===== src/hdl/blmm_pkg.sv =====
// Shared types, constants and helpers for the blocked-layout matrix multiplier.
package blmm_pkg;

	localparam int ACC_BITS     = 40;
	localparam int POS_BITS     = 6;
	localparam int CFG_BITS     = 4;
	localparam int CFG_IDX_BITS = 1;
	localparam int COUNT_BITS   = 8;

	localparam logic [CFG_IDX_BITS-1:0] REG_SIZE_IN_USE = 1'd0;
	localparam logic [CFG_IDX_BITS-1:0] REG_TILE_SIZE   = 1'd1;

	localparam logic [CFG_BITS-1:0] SIZE_RESET = 4'd8;
	localparam logic [CFG_BITS-1:0] TILE_RESET = 4'd2;

	typedef enum logic [1:0] {
		ST_LOAD,
		ST_CALC,
		ST_WAIT,
		ST_BAD
	} state_t;

	// controller -> datapath
	typedef struct packed {
		logic load;     // pair transaction taken
		logic start;    // final pair taken, load count returns to zero
		logic rd_en;    // one product term issued this cycle
		logic first_k;
		logic last_k;
		logic push;     // move a result into the output register
		logic bad_run;  // result carries zero and the error flag
		logic run_end;
	} ctl_cmd_t;

	// datapath -> controller
	typedef struct packed {
		logic acc_ready;
		logic out_free;
	} ctl_sts_t;

	// true when some m in 1..15 gives t*m == n
	function automatic logic tile_divides(logic [CFG_BITS-1:0] n, logic [CFG_BITS-1:0] t);
		logic hit;
		hit = 1'b0;
		for (int m = 1; m < 16; m++) begin
			if (8'(t) * 8'(m) == 8'(n)) begin
				hit = 1'b1;
			end
		end
		return hit;
	endfunction

endpackage


===== src/hdl/blmm_ram.sv =====
// Generic single-write, single-read RAM with registered read data.
module blmm_ram #(
	parameter int WIDTH = 16,
	parameter int DEPTH = 64
) (
	input  logic                                    clk,
	input  logic                                    we,
	input  logic [((DEPTH > 1) ? $clog2(DEPTH) : 1)-1:0] waddr,
	input  logic [WIDTH-1:0]                        wdata,
	input  logic [((DEPTH > 1) ? $clog2(DEPTH) : 1)-1:0] raddr,
	output logic [WIDTH-1:0]                        rdata
);

	logic [WIDTH-1:0] mem_q [DEPTH];

	always_ff @(posedge clk) begin
		if (we) begin
			mem_q[waddr] <= wdata;
		end
		rdata <= mem_q[raddr];
	end

endmodule


===== src/hdl/blmm_ctrl.sv =====
// Controller: configuration registers, run state machine and tile/element counters.
module blmm_ctrl import blmm_pkg::*; #(
	parameter int MAX_DIM = 8
) (
	input  logic                                     clk,
	input  logic                                     arst_n,
	input  logic                                     cfg_we,
	input  logic [CFG_IDX_BITS-1:0]                  cfg_index,
	input  logic [CFG_BITS-1:0]                      cfg_data,
	input  logic                                     pair_valid,
	input  logic                                     final_pair,
	output logic                                     pair_stall,
	input  ctl_sts_t                                 sts,
	output ctl_cmd_t                                 cmd,
	output logic [((MAX_DIM > 1) ? $clog2(MAX_DIM * MAX_DIM) : 1)-1:0] a_addr,
	output logic [((MAX_DIM > 1) ? $clog2(MAX_DIM * MAX_DIM) : 1)-1:0] b_addr,
	output logic [POS_BITS-1:0]                      position
);

	localparam int DEPTH = MAX_DIM * MAX_DIM;
	localparam int AW    = (DEPTH > 1) ? $clog2(DEPTH) : 1;
	localparam int IW    = $clog2(DEPTH + 1);

	state_t state_q, state_d;

	logic [CFG_BITS-1:0] size_q, tile_q;

	// k walk inside one element: kk within the tile, kg over the whole row
	logic [IW-1:0] kk_q, kg_q, bka_q, bkb_q;
	// element walk in blocked row order
	logic [IW-1:0] j_q, jt_q, i_q, it_q, bj_q, bjt_q, bi_q, bin_q;
	logic [IW-1:0] idx_q;

	logic [IW-1:0] n_i, t_i, tt_i, tn_i;
	logic [COUNT_BITS-1:0] run_count;
	logic layout_bad, last_idx, last_k;
	logic j_last, i_last, bj_last, bi_last, elem_done;
	logic pair_acc;

	assign n_i  = IW'(size_q);
	assign t_i  = IW'(tile_q);
	assign tt_i = IW'(8'(tile_q) * 8'(tile_q));
	assign tn_i = IW'(8'(tile_q) * 8'(size_q));

	assign layout_bad = (size_q == '0) || (int'(size_q) > MAX_DIM) || (tile_q == '0) ||
		!tile_divides(size_q, tile_q);
	assign run_count = (size_q != '0 && int'(size_q) <= MAX_DIM) ?
		8'(size_q) * 8'(size_q) : COUNT_BITS'(1);
	assign last_idx = (COUNT_BITS'(idx_q) == run_count - COUNT_BITS'(1));

	assign last_k    = (kg_q == n_i - IW'(1));
	assign j_last    = (j_q == t_i - IW'(1));
	assign i_last    = (i_q == t_i - IW'(1));
	assign bj_last   = (bj_q + t_i == n_i);
	assign bi_last   = (bi_q + t_i == n_i);
	assign elem_done = j_last && i_last && bj_last && bi_last;

	assign a_addr   = AW'(bin_q + it_q + bka_q + kk_q);
	assign b_addr   = AW'(bjt_q + jt_q + bkb_q + kk_q);
	assign position = POS_BITS'(idx_q);

	assign pair_stall = (state_q != ST_LOAD);
	assign pair_acc   = pair_valid && !pair_stall;

	always_ff @(posedge clk or negedge arst_n) begin
		if (!arst_n) begin
			state_q <= ST_LOAD;
		end else begin
			state_q <= state_d;
		end
	end

	always_comb begin
		state_d = state_q;
		cmd     = '0;
		cmd.run_end = last_idx;
		unique case (state_q)
			ST_LOAD: begin
				cmd.load  = pair_acc;
				cmd.start = pair_acc && final_pair;
				if (pair_acc && final_pair) begin
					state_d = layout_bad ? ST_BAD : ST_CALC;
				end
			end
			ST_CALC: begin
				cmd.rd_en   = 1'b1;
				cmd.first_k = (kg_q == '0);
				cmd.last_k  = last_k;
				if (last_k) begin
					state_d = ST_WAIT;
				end
			end
			ST_WAIT: begin
				cmd.push = sts.acc_ready && sts.out_free;
				if (cmd.push) begin
					state_d = elem_done ? ST_LOAD : ST_CALC;
				end
			end
			ST_BAD: begin
				cmd.bad_run = 1'b1;
				cmd.push    = sts.out_free;
				if (sts.out_free && last_idx) begin
					state_d = ST_LOAD;
				end
			end
			default: begin
				state_d = ST_LOAD;
			end
		endcase
	end

	always_ff @(posedge clk or negedge arst_n) begin
		if (!arst_n) begin
			size_q <= SIZE_RESET;
			tile_q <= TILE_RESET;
		end else if (cfg_we) begin
			unique case (cfg_index)
				REG_SIZE_IN_USE: size_q <= cfg_data;
				REG_TILE_SIZE:   tile_q <= cfg_data;
				default: ;
			endcase
		end
	end

	always_ff @(posedge clk or negedge arst_n) begin
		if (!arst_n) begin
			kk_q  <= '0;
			kg_q  <= '0;
			bka_q <= '0;
			bkb_q <= '0;
			j_q   <= '0;
			jt_q  <= '0;
			i_q   <= '0;
			it_q  <= '0;
			bj_q  <= '0;
			bjt_q <= '0;
			bi_q  <= '0;
			bin_q <= '0;
			idx_q <= '0;
		end else if (cmd.start) begin
			kk_q  <= '0;
			kg_q  <= '0;
			bka_q <= '0;
			bkb_q <= '0;
			j_q   <= '0;
			jt_q  <= '0;
			i_q   <= '0;
			it_q  <= '0;
			bj_q  <= '0;
			bjt_q <= '0;
			bi_q  <= '0;
			bin_q <= '0;
			idx_q <= '0;
		end else begin
			case (state_q)
				ST_CALC: begin
					if (last_k) begin
						kk_q  <= '0;
						kg_q  <= '0;
						bka_q <= '0;
						bkb_q <= '0;
					end else begin
						kg_q <= kg_q + IW'(1);
						// crossing into the next k tile jumps a whole tile in A and a tile row in B
						if (kk_q == t_i - IW'(1)) begin
							kk_q  <= '0;
							bka_q <= bka_q + tt_i;
							bkb_q <= bkb_q + tn_i;
						end else begin
							kk_q <= kk_q + IW'(1);
						end
					end
				end
				ST_WAIT: begin
					if (cmd.push) begin
						idx_q <= idx_q + IW'(1);
						if (!j_last) begin
							j_q  <= j_q + IW'(1);
							jt_q <= jt_q + t_i;
						end else begin
							j_q  <= '0;
							jt_q <= '0;
							if (!i_last) begin
								i_q  <= i_q + IW'(1);
								it_q <= it_q + t_i;
							end else begin
								i_q  <= '0;
								it_q <= '0;
								if (!bj_last) begin
									bj_q  <= bj_q + t_i;
									bjt_q <= bjt_q + tt_i;
								end else begin
									bj_q  <= '0;
									bjt_q <= '0;
									bi_q  <= bi_q + t_i;
									bin_q <= bin_q + tn_i;
								end
							end
						end
					end
				end
				ST_BAD: begin
					if (cmd.push) begin
						idx_q <= idx_q + IW'(1);
					end
				end
				default: ;
			endcase
		end
	end

endmodule


===== src/hdl/blmm_dp.sv =====
// Datapath: element stores, multiply-accumulate pipeline and output register.
module blmm_dp import blmm_pkg::*; #(
	parameter int MAX_DIM   = 8,
	parameter int ELEM_BITS = 16
) (
	input  logic                                     clk,
	input  logic                                     arst_n,
	input  ctl_cmd_t                                 cmd,
	input  logic [((MAX_DIM > 1) ? $clog2(MAX_DIM * MAX_DIM) : 1)-1:0] a_addr,
	input  logic [((MAX_DIM > 1) ? $clog2(MAX_DIM * MAX_DIM) : 1)-1:0] b_addr,
	input  logic [POS_BITS-1:0]                      position,
	input  logic signed [ELEM_BITS-1:0]              a_element,
	input  logic signed [ELEM_BITS-1:0]              b_element,
	output ctl_sts_t                                 sts,
	input  logic                                     result_stall,
	output logic                                     result_valid,
	output logic signed [ACC_BITS-1:0]               c_element,
	output logic [POS_BITS-1:0]                      c_position,
	output logic                                     run_end,
	output logic                                     layout_error
);

	localparam int DEPTH = MAX_DIM * MAX_DIM;
	localparam int AW    = (DEPTH > 1) ? $clog2(DEPTH) : 1;
	localparam int LW    = $clog2(DEPTH + 1);
	localparam int PW    = 2 * ELEM_BITS;
	localparam int SW    = (PW + 1 > ACC_BITS + 1) ? PW + 1 : ACC_BITS + 1;
	localparam logic signed [SW-1:0] SAT_HI = {{(SW - ACC_BITS + 1){1'b0}}, {(ACC_BITS - 1){1'b1}}};
	localparam logic signed [SW-1:0] SAT_LO = {{(SW - ACC_BITS + 1){1'b1}}, {(ACC_BITS - 1){1'b0}}};

	logic [LW-1:0] load_cnt_q;
	logic [DEPTH-1:0] written_q;
	logic store_we;

	logic [ELEM_BITS-1:0] a_rd, b_rd;
	logic a_ok_s1, b_ok_s1;
	logic rd_s1, first_s1, last_s1;
	logic rd_s2, first_s2, last_s2;
	logic signed [ELEM_BITS-1:0] a_s1, b_s1;
	logic signed [PW-1:0] prod_s2;

	logic signed [ACC_BITS-1:0] acc_q;
	logic acc_ready_q;
	logic signed [SW-1:0] sum;
	logic signed [ACC_BITS-1:0] sum_sat;

	assign store_we = cmd.load && (load_cnt_q < LW'(DEPTH));

	blmm_ram #(.WIDTH(ELEM_BITS), .DEPTH(DEPTH)) u_a_store (
		.clk   (clk),
		.we    (store_we),
		.waddr (load_cnt_q[AW-1:0]),
		.wdata (a_element),
		.raddr (a_addr),
		.rdata (a_rd)
	);

	blmm_ram #(.WIDTH(ELEM_BITS), .DEPTH(DEPTH)) u_b_store (
		.clk   (clk),
		.we    (store_we),
		.waddr (load_cnt_q[AW-1:0]),
		.wdata (b_element),
		.raddr (b_addr),
		.rdata (b_rd)
	);

	// entries never loaded since reset read as zero
	always_ff @(posedge clk or negedge arst_n) begin
		if (!arst_n) begin
			load_cnt_q <= '0;
			written_q  <= '0;
		end else begin
			if (store_we) begin
				written_q[load_cnt_q[AW-1:0]] <= 1'b1;
			end
			if (cmd.start) begin
				load_cnt_q <= '0;
			end else if (store_we) begin
				load_cnt_q <= load_cnt_q + LW'(1);
			end
		end
	end

	always_ff @(posedge clk or negedge arst_n) begin
		if (!arst_n) begin
			rd_s1 <= 1'b0;
			rd_s2 <= 1'b0;
		end else begin
			rd_s1 <= cmd.rd_en;
			rd_s2 <= rd_s1;
		end
	end

	always_ff @(posedge clk) begin
		a_ok_s1  <= written_q[a_addr];
		b_ok_s1  <= written_q[b_addr];
		first_s1 <= cmd.first_k;
		last_s1  <= cmd.last_k;
		first_s2 <= first_s1;
		last_s2  <= last_s1;
		prod_s2  <= a_s1 * b_s1;
	end

	assign a_s1 = a_ok_s1 ? signed'(a_rd) : '0;
	assign b_s1 = b_ok_s1 ? signed'(b_rd) : '0;

	// saturating add, first term starts from zero
	always_comb begin
		sum = (first_s2 ? '0 : SW'(acc_q)) + SW'(prod_s2);
		if (sum > SAT_HI) begin
			sum_sat = SAT_HI[ACC_BITS-1:0];
		end else if (sum < SAT_LO) begin
			sum_sat = SAT_LO[ACC_BITS-1:0];
		end else begin
			sum_sat = sum[ACC_BITS-1:0];
		end
	end

	always_ff @(posedge clk) begin
		if (rd_s2) begin
			acc_q <= sum_sat;
		end
	end

	always_ff @(posedge clk or negedge arst_n) begin
		if (!arst_n) begin
			acc_ready_q <= 1'b0;
		end else if (rd_s2 && last_s2) begin
			acc_ready_q <= 1'b1;
		end else if (cmd.push) begin
			acc_ready_q <= 1'b0;
		end
	end

	assign sts.acc_ready = acc_ready_q;
	assign sts.out_free  = !result_valid || !result_stall;

	always_ff @(posedge clk or negedge arst_n) begin
		if (!arst_n) begin
			result_valid <= 1'b0;
		end else if (cmd.push) begin
			result_valid <= 1'b1;
		end else if (!result_stall) begin
			result_valid <= 1'b0;
		end
	end

	always_ff @(posedge clk) begin
		if (cmd.push) begin
			c_element    <= cmd.bad_run ? '0 : acc_q;
			c_position   <= position;
			run_end      <= cmd.run_end;
			layout_error <= cmd.bad_run;
		end
	end

endmodule


===== src/hdl/blocked_layout_matrix_multiply.sv =====
// Blocked-layout matrix multiplier, top level. Element pairs of A (tiled row-major,
// tiles row-major) and B (tiled column-major, tiles row-major) load one pair per cycle
// while pair_stall is low. The pair marked final_pair starts the product: each C element
// is formed as a dot product over k, one term per cycle through a shared multiplier and
// saturating accumulator, and the results leave in blocked row-major order with their
// index. Elements are computed one at a time through the single multiply-accumulate unit
// and the registered store reads; pair_stall is high for the whole run. If tile_size does
// not divide size_in_use the block emits n*n zero results (one if n is out of range) with
// layout_error set, at one per cycle while result_stall is low. Inputs are Q5.11,
// results Q18.22 in 40 bits. Write configuration only while the block is idle.
module blocked_layout_matrix_multiply import blmm_pkg::*; #(
	parameter int MAX_DIM   = 8,
	parameter int ELEM_BITS = 16
) (
	input  logic                        clk,
	input  logic                        arst_n,
	input  logic                        cfg_we,
	input  logic [CFG_IDX_BITS-1:0]     cfg_index,
	input  logic [CFG_BITS-1:0]         cfg_data,
	input  logic                        pair_valid,
	output logic                        pair_stall,
	input  logic signed [ELEM_BITS-1:0] a_element,
	input  logic signed [ELEM_BITS-1:0] b_element,
	input  logic                        final_pair,
	output logic                        result_valid,
	input  logic                        result_stall,
	output logic signed [ACC_BITS-1:0]  c_element,
	output logic [POS_BITS-1:0]         c_position,
	output logic                        run_end,
	output logic                        layout_error
);

	localparam int DEPTH = MAX_DIM * MAX_DIM;
	localparam int AW    = (DEPTH > 1) ? $clog2(DEPTH) : 1;

	ctl_cmd_t cmd;
	ctl_sts_t sts;
	logic [AW-1:0] a_addr, b_addr;
	logic [POS_BITS-1:0] position;

	blmm_ctrl #(.MAX_DIM(MAX_DIM)) u_ctrl (
		.clk        (clk),
		.arst_n     (arst_n),
		.cfg_we     (cfg_we),
		.cfg_index  (cfg_index),
		.cfg_data   (cfg_data),
		.pair_valid (pair_valid),
		.final_pair (final_pair),
		.pair_stall (pair_stall),
		.sts        (sts),
		.cmd        (cmd),
		.a_addr     (a_addr),
		.b_addr     (b_addr),
		.position   (position)
	);

	blmm_dp #(.MAX_DIM(MAX_DIM), .ELEM_BITS(ELEM_BITS)) u_dp (
		.clk          (clk),
		.arst_n       (arst_n),
		.cmd          (cmd),
		.a_addr       (a_addr),
		.b_addr       (b_addr),
		.position     (position),
		.a_element    (a_element),
		.b_element    (b_element),
		.sts          (sts),
		.result_stall (result_stall),
		.result_valid (result_valid),
		.c_element    (c_element),
		.c_position   (c_position),
		.run_end      (run_end),
		.layout_error (layout_error)
	);

endmodule

===== config.mk =====
export PLATFORM = sky130hd
export DESIGN_NAME = blocked_layout_matrix_multiply
export DESIGN_NICKNAME = d
export VERILOG_FILES = /design/src/hdl/blmm_pkg.sv /design/src/hdl/blmm_ram.sv /design/src/hdl/blmm_ctrl.sv /design/src/hdl/blmm_dp.sv /design/src/hdl/blocked_layout_matrix_multiply.sv
export SDC_FILE = /design/constraint.sdc
export NUM_CORES = 2
export LEC_CHECK = 0
export ABC_CLOCK_PERIOD_IN_PS = 8300
export BUFFER_PORTS_ARGS = -buffer_cell sky130_fd_sc_hd__buf_2
export CAP_MARGIN = 5
export CORE_MARGIN = 8
export CORE_UTILIZATION = 41
export CTS_BUF_LIST = sky130_fd_sc_hd__clkbuf_16
export CTS_CLUSTER_DIAMETER = 30
export DETAILED_ROUTE_END_ITERATION = 7
export GPL_TIMING_DRIVEN = 0
export PLACE_DENSITY_LB_ADDON = 0.2
export SETUP_SLACK_MARGIN = 0.02
export SLEW_MARGIN = 20
export SYNTH_ARGS = -nofsm -noshare
export SYNTH_HDL_FRONTEND = slang
export SYNTH_SLANG_ARGS = --single-unit

===== constraint.sdc =====
create_clock -name clk -period 8.3 [get_ports clk]
set_input_delay 0.83 -clock clk [delete_from_list [all_inputs] [get_ports clk]]
set_output_delay 0.83 -clock clk [all_outputs]
set_load 0.1 [all_outputs]

**After elaboration in Yosys (flattened, before gate mapping)**

Memories as Yosys holds them, arrays and structs flattened. A register that Yosys moved wholly into a read port is not among the register bits.
Cells that the tools add are included.
W data, S select, Z words.

- Memories kept: 2
- Register bits after elaboration: 302
- Output and inout port bits: 50
- Input port bits: 43
- RAM bits: 2048

Memory list:

| name | depth | width | rd ports | clocked after memory_dff | write ports | line | source |
|---|---|---|---|---|---|---|---|
| u_dp.u_a_store.mem_q | 64 | 16 | 1 | 1 | 1 | blmm_ram.sv:14 | `logic [WIDTH-1:0] mem_q [DEPTH];` |
| u_dp.u_b_store.mem_q | 64 | 16 | 1 | 1 | 1 | blmm_ram.sv:14 |  |

- Add/sub/neg operators: 24
- Eq/ne operators: 30
- Multiply operators: 15
- Bitwise gates (word level): 2
- Reduce and logical (&&, ||, !) cells: 45
- Mux-type cells: 105
- Magnitude comparators: 9

Operators with widths:

| cell | number |
|---|---|
| $mux W7 | 62 |
| $or A64 B64 Y64 | 1 |
| $eq A8 B4 Y1 | 7 |
| $add A7 B1 Y7 const B | 6 |
| $eq A7 B4 Y1 | 6 |
| $add A41 B41 Y41 | 1 |
| $gt A41 B40 Y1 const B | 1 |
| $lt A41 B40 Y1 const B | 1 |
| $mux W41 | 1 |
| $mux W40 | 1 |
| $add A6 B6 Y6 | 6 |
| $mul A16 B16 Y32 | 1 |
| $mul A4 B4 Y8 const B | 4 |
| $mux W16 | 2 |
| $add A7 B4 Y7 | 4 |
| $add A7 B7 Y7 | 4 |
| $eq A7 B7 Y1 | 4 |
| $mul A4 B3 Y7 const B | 4 |
| $mux W1 | 26 |
| $lt A6 B7 Y1 const B | 3 |
| $reduce_bool A2 Y1 | 10 |
| $mul A4 B2 Y6 const B | 3 |
| $mul A4 B4 Y7 | 2 |
| $bmux W1 S6 | 2 |
| other kinds (34) | 68 |

**Depth between registers and ports, before layout**

- Depth in word-level cells: 21
- Gate-level depth with buffers: 27

**Modules after synthesis**

From an unflattened synthesis, not the netlist that was laid out.

- Cells, all modules: 6683
- Area total of the unflattened synthesis: 109581.3 um^2

Modules (own cells, without submodules):

| module | cells an instance | seq. area each (um^2) | area an instance (um^2) | times used |
|---|---|---|---|---|
| blmm_ram (u_dp.u_a_store) | 1835 | 31069.8 | 40073.4 | 1 |
| blmm_ram (u_dp.u_b_store) | 1829 | 31069.8 | 40042.2 | 1 |
| blmm_dp | 2013 | 5280.1 | 20099.3 | 1 |
| blmm_ctrl | 1006 | 2379.8 | 9366.5 | 1 |

**Worst setup path after synthesis**

No wires, ideal clock.

- Kind: register to register
- Start point: register u_dp.a_ok_s1
- End point: register u_dp.prod_s2[31]
- Arrival time: 6.459 ns
- Stages on the path, launching flop included: 25
- Path slack: 1.711 ns
- Required time: 8.171 ns
- Path buffers: 2
- Cell sequence: dfxtp_1 clkbuf_1 and2_1 clkbuf_1 nand2_1 fa_1 fa_1 inv_1 fa_1 inv_1 fa_1 fa_1 fa_1 inv_1 ha_1 a21o_1 a21o_1 a21o_1 a221oi_1 a21bo_2 a21oi_1 o211ai_1 a41o_1 o41ai_1 xnor2_1

- Longest elaborated chain between the ends: 2

RTL lines:

| item | line | source |
|---|---|---|
| start: declaration | blmm_dp.sv:36 | `logic a_ok_s1, b_ok_s1;` |
| start signal: assignment | blmm_dp.sv:95 | `a_ok_s1 <= written_q[a_addr];` |
| $mux W16 | blmm_dp.sv:104 | `assign a_s1 = a_ok_s1 ? signed'(a_rd) : '0;` |
| $mul A16 B16 Y32 | blmm_dp.sv:101 | `prod_s2 <= a_s1 * b_s1;` |
| end signal: assignment | blmm_dp.sv:101 |  |
| end: declaration | blmm_dp.sv:40 | `logic signed [PW-1:0] prod_s2;` |

Every way passes these cells.
A chain may end at the register's enable or synchronous reset.

**Worst setup path after layout**

- Start point: register u_dp.u_a_store.rdata[7] (read register of u_dp.u_a_store.mem_q)
- End point: register u_dp.prod_s2[31]

- Longest elaborated chain between the ends: 2

RTL lines:

| item | line | source |
|---|---|---|
| start: declaration | blmm_ram.sv:11 | `output logic [WIDTH-1:0] rdata` |
| $mux W16 | blmm_dp.sv:104 |  |
| $mul A16 B16 Y32 | blmm_dp.sv:101 |  |

Every way passes these cells.

==> metrics <==
# IOs=93; DIE HEIGHT=around 530 um; DRC Markers=0; R2R setup slack=0.52 ns; status=complete, no violations; commonest non-fill, non-tap cells in the layout=edfxtp_1 (2136), mux4_2 (680), clkbuf_16 (463), inv_1 (390), fa_1 (305); final hold vios=0; register area share after synthesis=between 60% and 70%; R2R cell count=23; Fillers=between 20000 and 25000; Post-Syn Instances=a little under 6000; Post-synth EDFFs=approximately 2100; CP max FO=10; setup violators final=0; Setup crit end kind=flop; crit path DAT=about 8.5 ns; latest clock arrival within the worst-skew pair=between 0.9 and 1 ns; Synth Area per Inst=around 18 um2; Setup CP Type=reg2reg; share of flip-flops with an asynchronous set or reset=under 10%; initial core utilization=roughly 41%; initial antenna violation count=9; Yosys reg bits=approximately 2400; Max-cap violations=0; GP Congestion=roughly 0.86; input/output buffers=a little over 90; Vias/cell=about 5.5; Worst Skew=0.133 ns; met3 Track Usage GR=approximately 4.0%; fmax=approximately 0.13 GHz; setup TNS=0 ns; Critical Path Source=u_dp.u_a_store.rdata[7]; CTS tree=built; Synth Flop Type=edfxtp_1; CTS clk-pin slew, worst paths=~0.050 ns; r2r endpoint=u_dp.prod_s2[31]; largest net degree at the start of global routing=85; total CTS buffers=about 450; DR WL/cell=roughly 27 um; Worst Hold Depth=3; Resize count post-CTS=0; Synth area leaders=edfxtp_1 (60%), mux4_2 (14%), fa_1 (5.7%), dfrtp_1 (3.9%), ha_1 (2.8%); Worst Path Required=around 9 ns; fin nets=a little over 7000; met1 Use GR=a little over a quarter; hpwl dp=around 190000 um; max-slew violations=0; number of global-route vias before repair=59700; slew margin rel.=17.5%; Final min period=between 7 and 8 ns; layout cells sized above 1=26.3%; grt ovf=0; startpoint types=flop; Synth warnings=0; initial drt markers=around 4700; Root Driver=clkbuf_16; Max Buffers Root-to-Sink=4; type of the tightest min-delay check=in2reg; period utilization=a little over nine tenths; Syn-to-layout area delta=22.0%; worst r2r src=u_dp.u_a_store.rdata[7]; Mapped Area=0.107 mm2; row cnt=roughly 190; Synth top area share=between 60% and 70%; met2 Use GR=32.3%; first-pass GRT wire length=407000 um; Total Wirelength=between 200000 and 300000 um; htree depth=5; antenna-violating nets left=0; Syn Nets=around 6500; All-Layer GR Usage=between 10% and 20%; Worst Hold Slack=about 0.22 ns; Yosys cell types=80; clock sinks=around 2400; hold_sp=cfg_data[0]; RSZ-0062 raised after global routing=false; leading cell type in the layout, fill and taps excluded=edfxtp_1; Initial DRT Pass Iterations=5; Core Area=between 0.2 and 0.3 mm2; worst-margin pin slew=1.24 ns; Die X=526 um; Yosys top cell by area=edfxtp_1; via count=57200; die area=0.277 mm2; global route hottest layer=met2; CP endpoint=u_dp.prod_s2[31]
[registers in the layout, indices dropped and copies added (netlist names), 7 cells and up]
name and count:
u_ctrl.bi_q 7, u_ctrl.bj_q 7, u_ctrl.i_q 7, u_ctrl.idx_q 7, u_ctrl.j_q 7, u_ctrl.kg_q 7, u_ctrl.kk_q 7, u_dp.acc_q 40
u_dp.c_element 40, u_dp.load_cnt_q 7, u_dp.prod_s2 32, u_dp.u_a_store.mem_q 1024, u_dp.u_a_store.rdata 16, u_dp.u_b_store.mem_q 1024, u_dp.u_b_store.rdata 16, u_dp.written_q 64
[worst min-delay path by stage]
| stage | end |
|---|---|
| after CTS | u_ctrl.size_q[0] |
| after global placement | u_dp.last_s2 |
| after global routing | u_ctrl.size_q[0] |
| after detailed placement | u_dp.last_s2 |
| after floorplan | u_dp.first_s2 |
| final | u_ctrl.size_q[0] |
[synthesized netlist by cell type, drive strengths merged (70+ instances only)]
cell type and n:
xnor2 124, nor2 293, dfxtp 70, dfrtp 168
and2 74, nand2 279, o21ai 110, fa 305
clkbuf 197, inv 346, mux4 680, buf 71
ha 241, a21oi 164, nor2b 89, edfxtp 2136
[routing by layer]
metal / wire length, um / vias to the layer above
li1: - / 24500
met1: 118000 / 30200
met2: 134000 / 2030
met3: 18800 / 470
met4: 8540 / 0
met5: 0 / -
[area by class of cell]
cell class | count | area [um2] | area share [%]
Antenna cell | 9 | 22.5 | 0.0173
Buffer | 268 | 1110 | 0.851
Clock buffer | 463 | 11600 | 8.89
Clock inverter | 371 | 4120 | 3.16
Inverter | 346 | 1300 | 0.997
Multi-Input combinational cell | 2967 | 35200 | 27.0
Sequential cell | 2376 | 69800 | 53.6
Tap cell | 3402 | 4260 | 3.27
Timing Repair Buffer | 196 | 2950 | 2.26
[worst max-delay path, cell delays in order (launching register included)]
cell and delay (ns):
dfxtp_1 0.63, and2_1 0.20, clkbuf_1 0.52, nand3_1 0.21, fa_1 0.58, fa_1 0.51
inv_1 0.05, fa_1 0.50, inv_1 0.06, fa_1 0.62, fa_1 0.47, fa_1 0.50
inv_1 0.04, ha_1 0.35, a21o_1 0.21, a21o_1 0.18, a21o_1 0.20, a221oi_1 0.24
a21bo_2 0.27, a21oi_1 0.31, o211ai_1 0.17, a41o_1 0.29, o41ai_1 0.32, xnor2_1 0.14
[metrics by stage]
step                area [um2]  setup slack [ns]  instances  utilization [%]
global route            130000            0.0769      10400             50.3
global placement        112000             0.703       9451             43.0
detailed placement      114000             0.548       9551             44.1
CTS                     130000             0.521      10400             50.2
finish                  130000             0.518      10400             50.3
floorplan               107000              1.71       5957                -
[kinds of logic after synthesis]
kind of cell	count (synthesis)	synth area share, %
simple gates	975	4.33
xor+xnor	194	1.60
flops	2376	65.4
buf+inv	614	2.19
mux	740	14.9
compound gates	512	3.06
fa+ha+maj	546	8.54
[what timing repair did]
action                                  in CTS  in global routing
hold buffers                                 1                  0
buffers inserted                             0                  0
hold endpoints to repair                    15                  0
endpoints found under the setup margin       0                  0
Power is not shown: default switching activity piles up to over one toggle a cycle in this logic, so the estimate is an artifact.
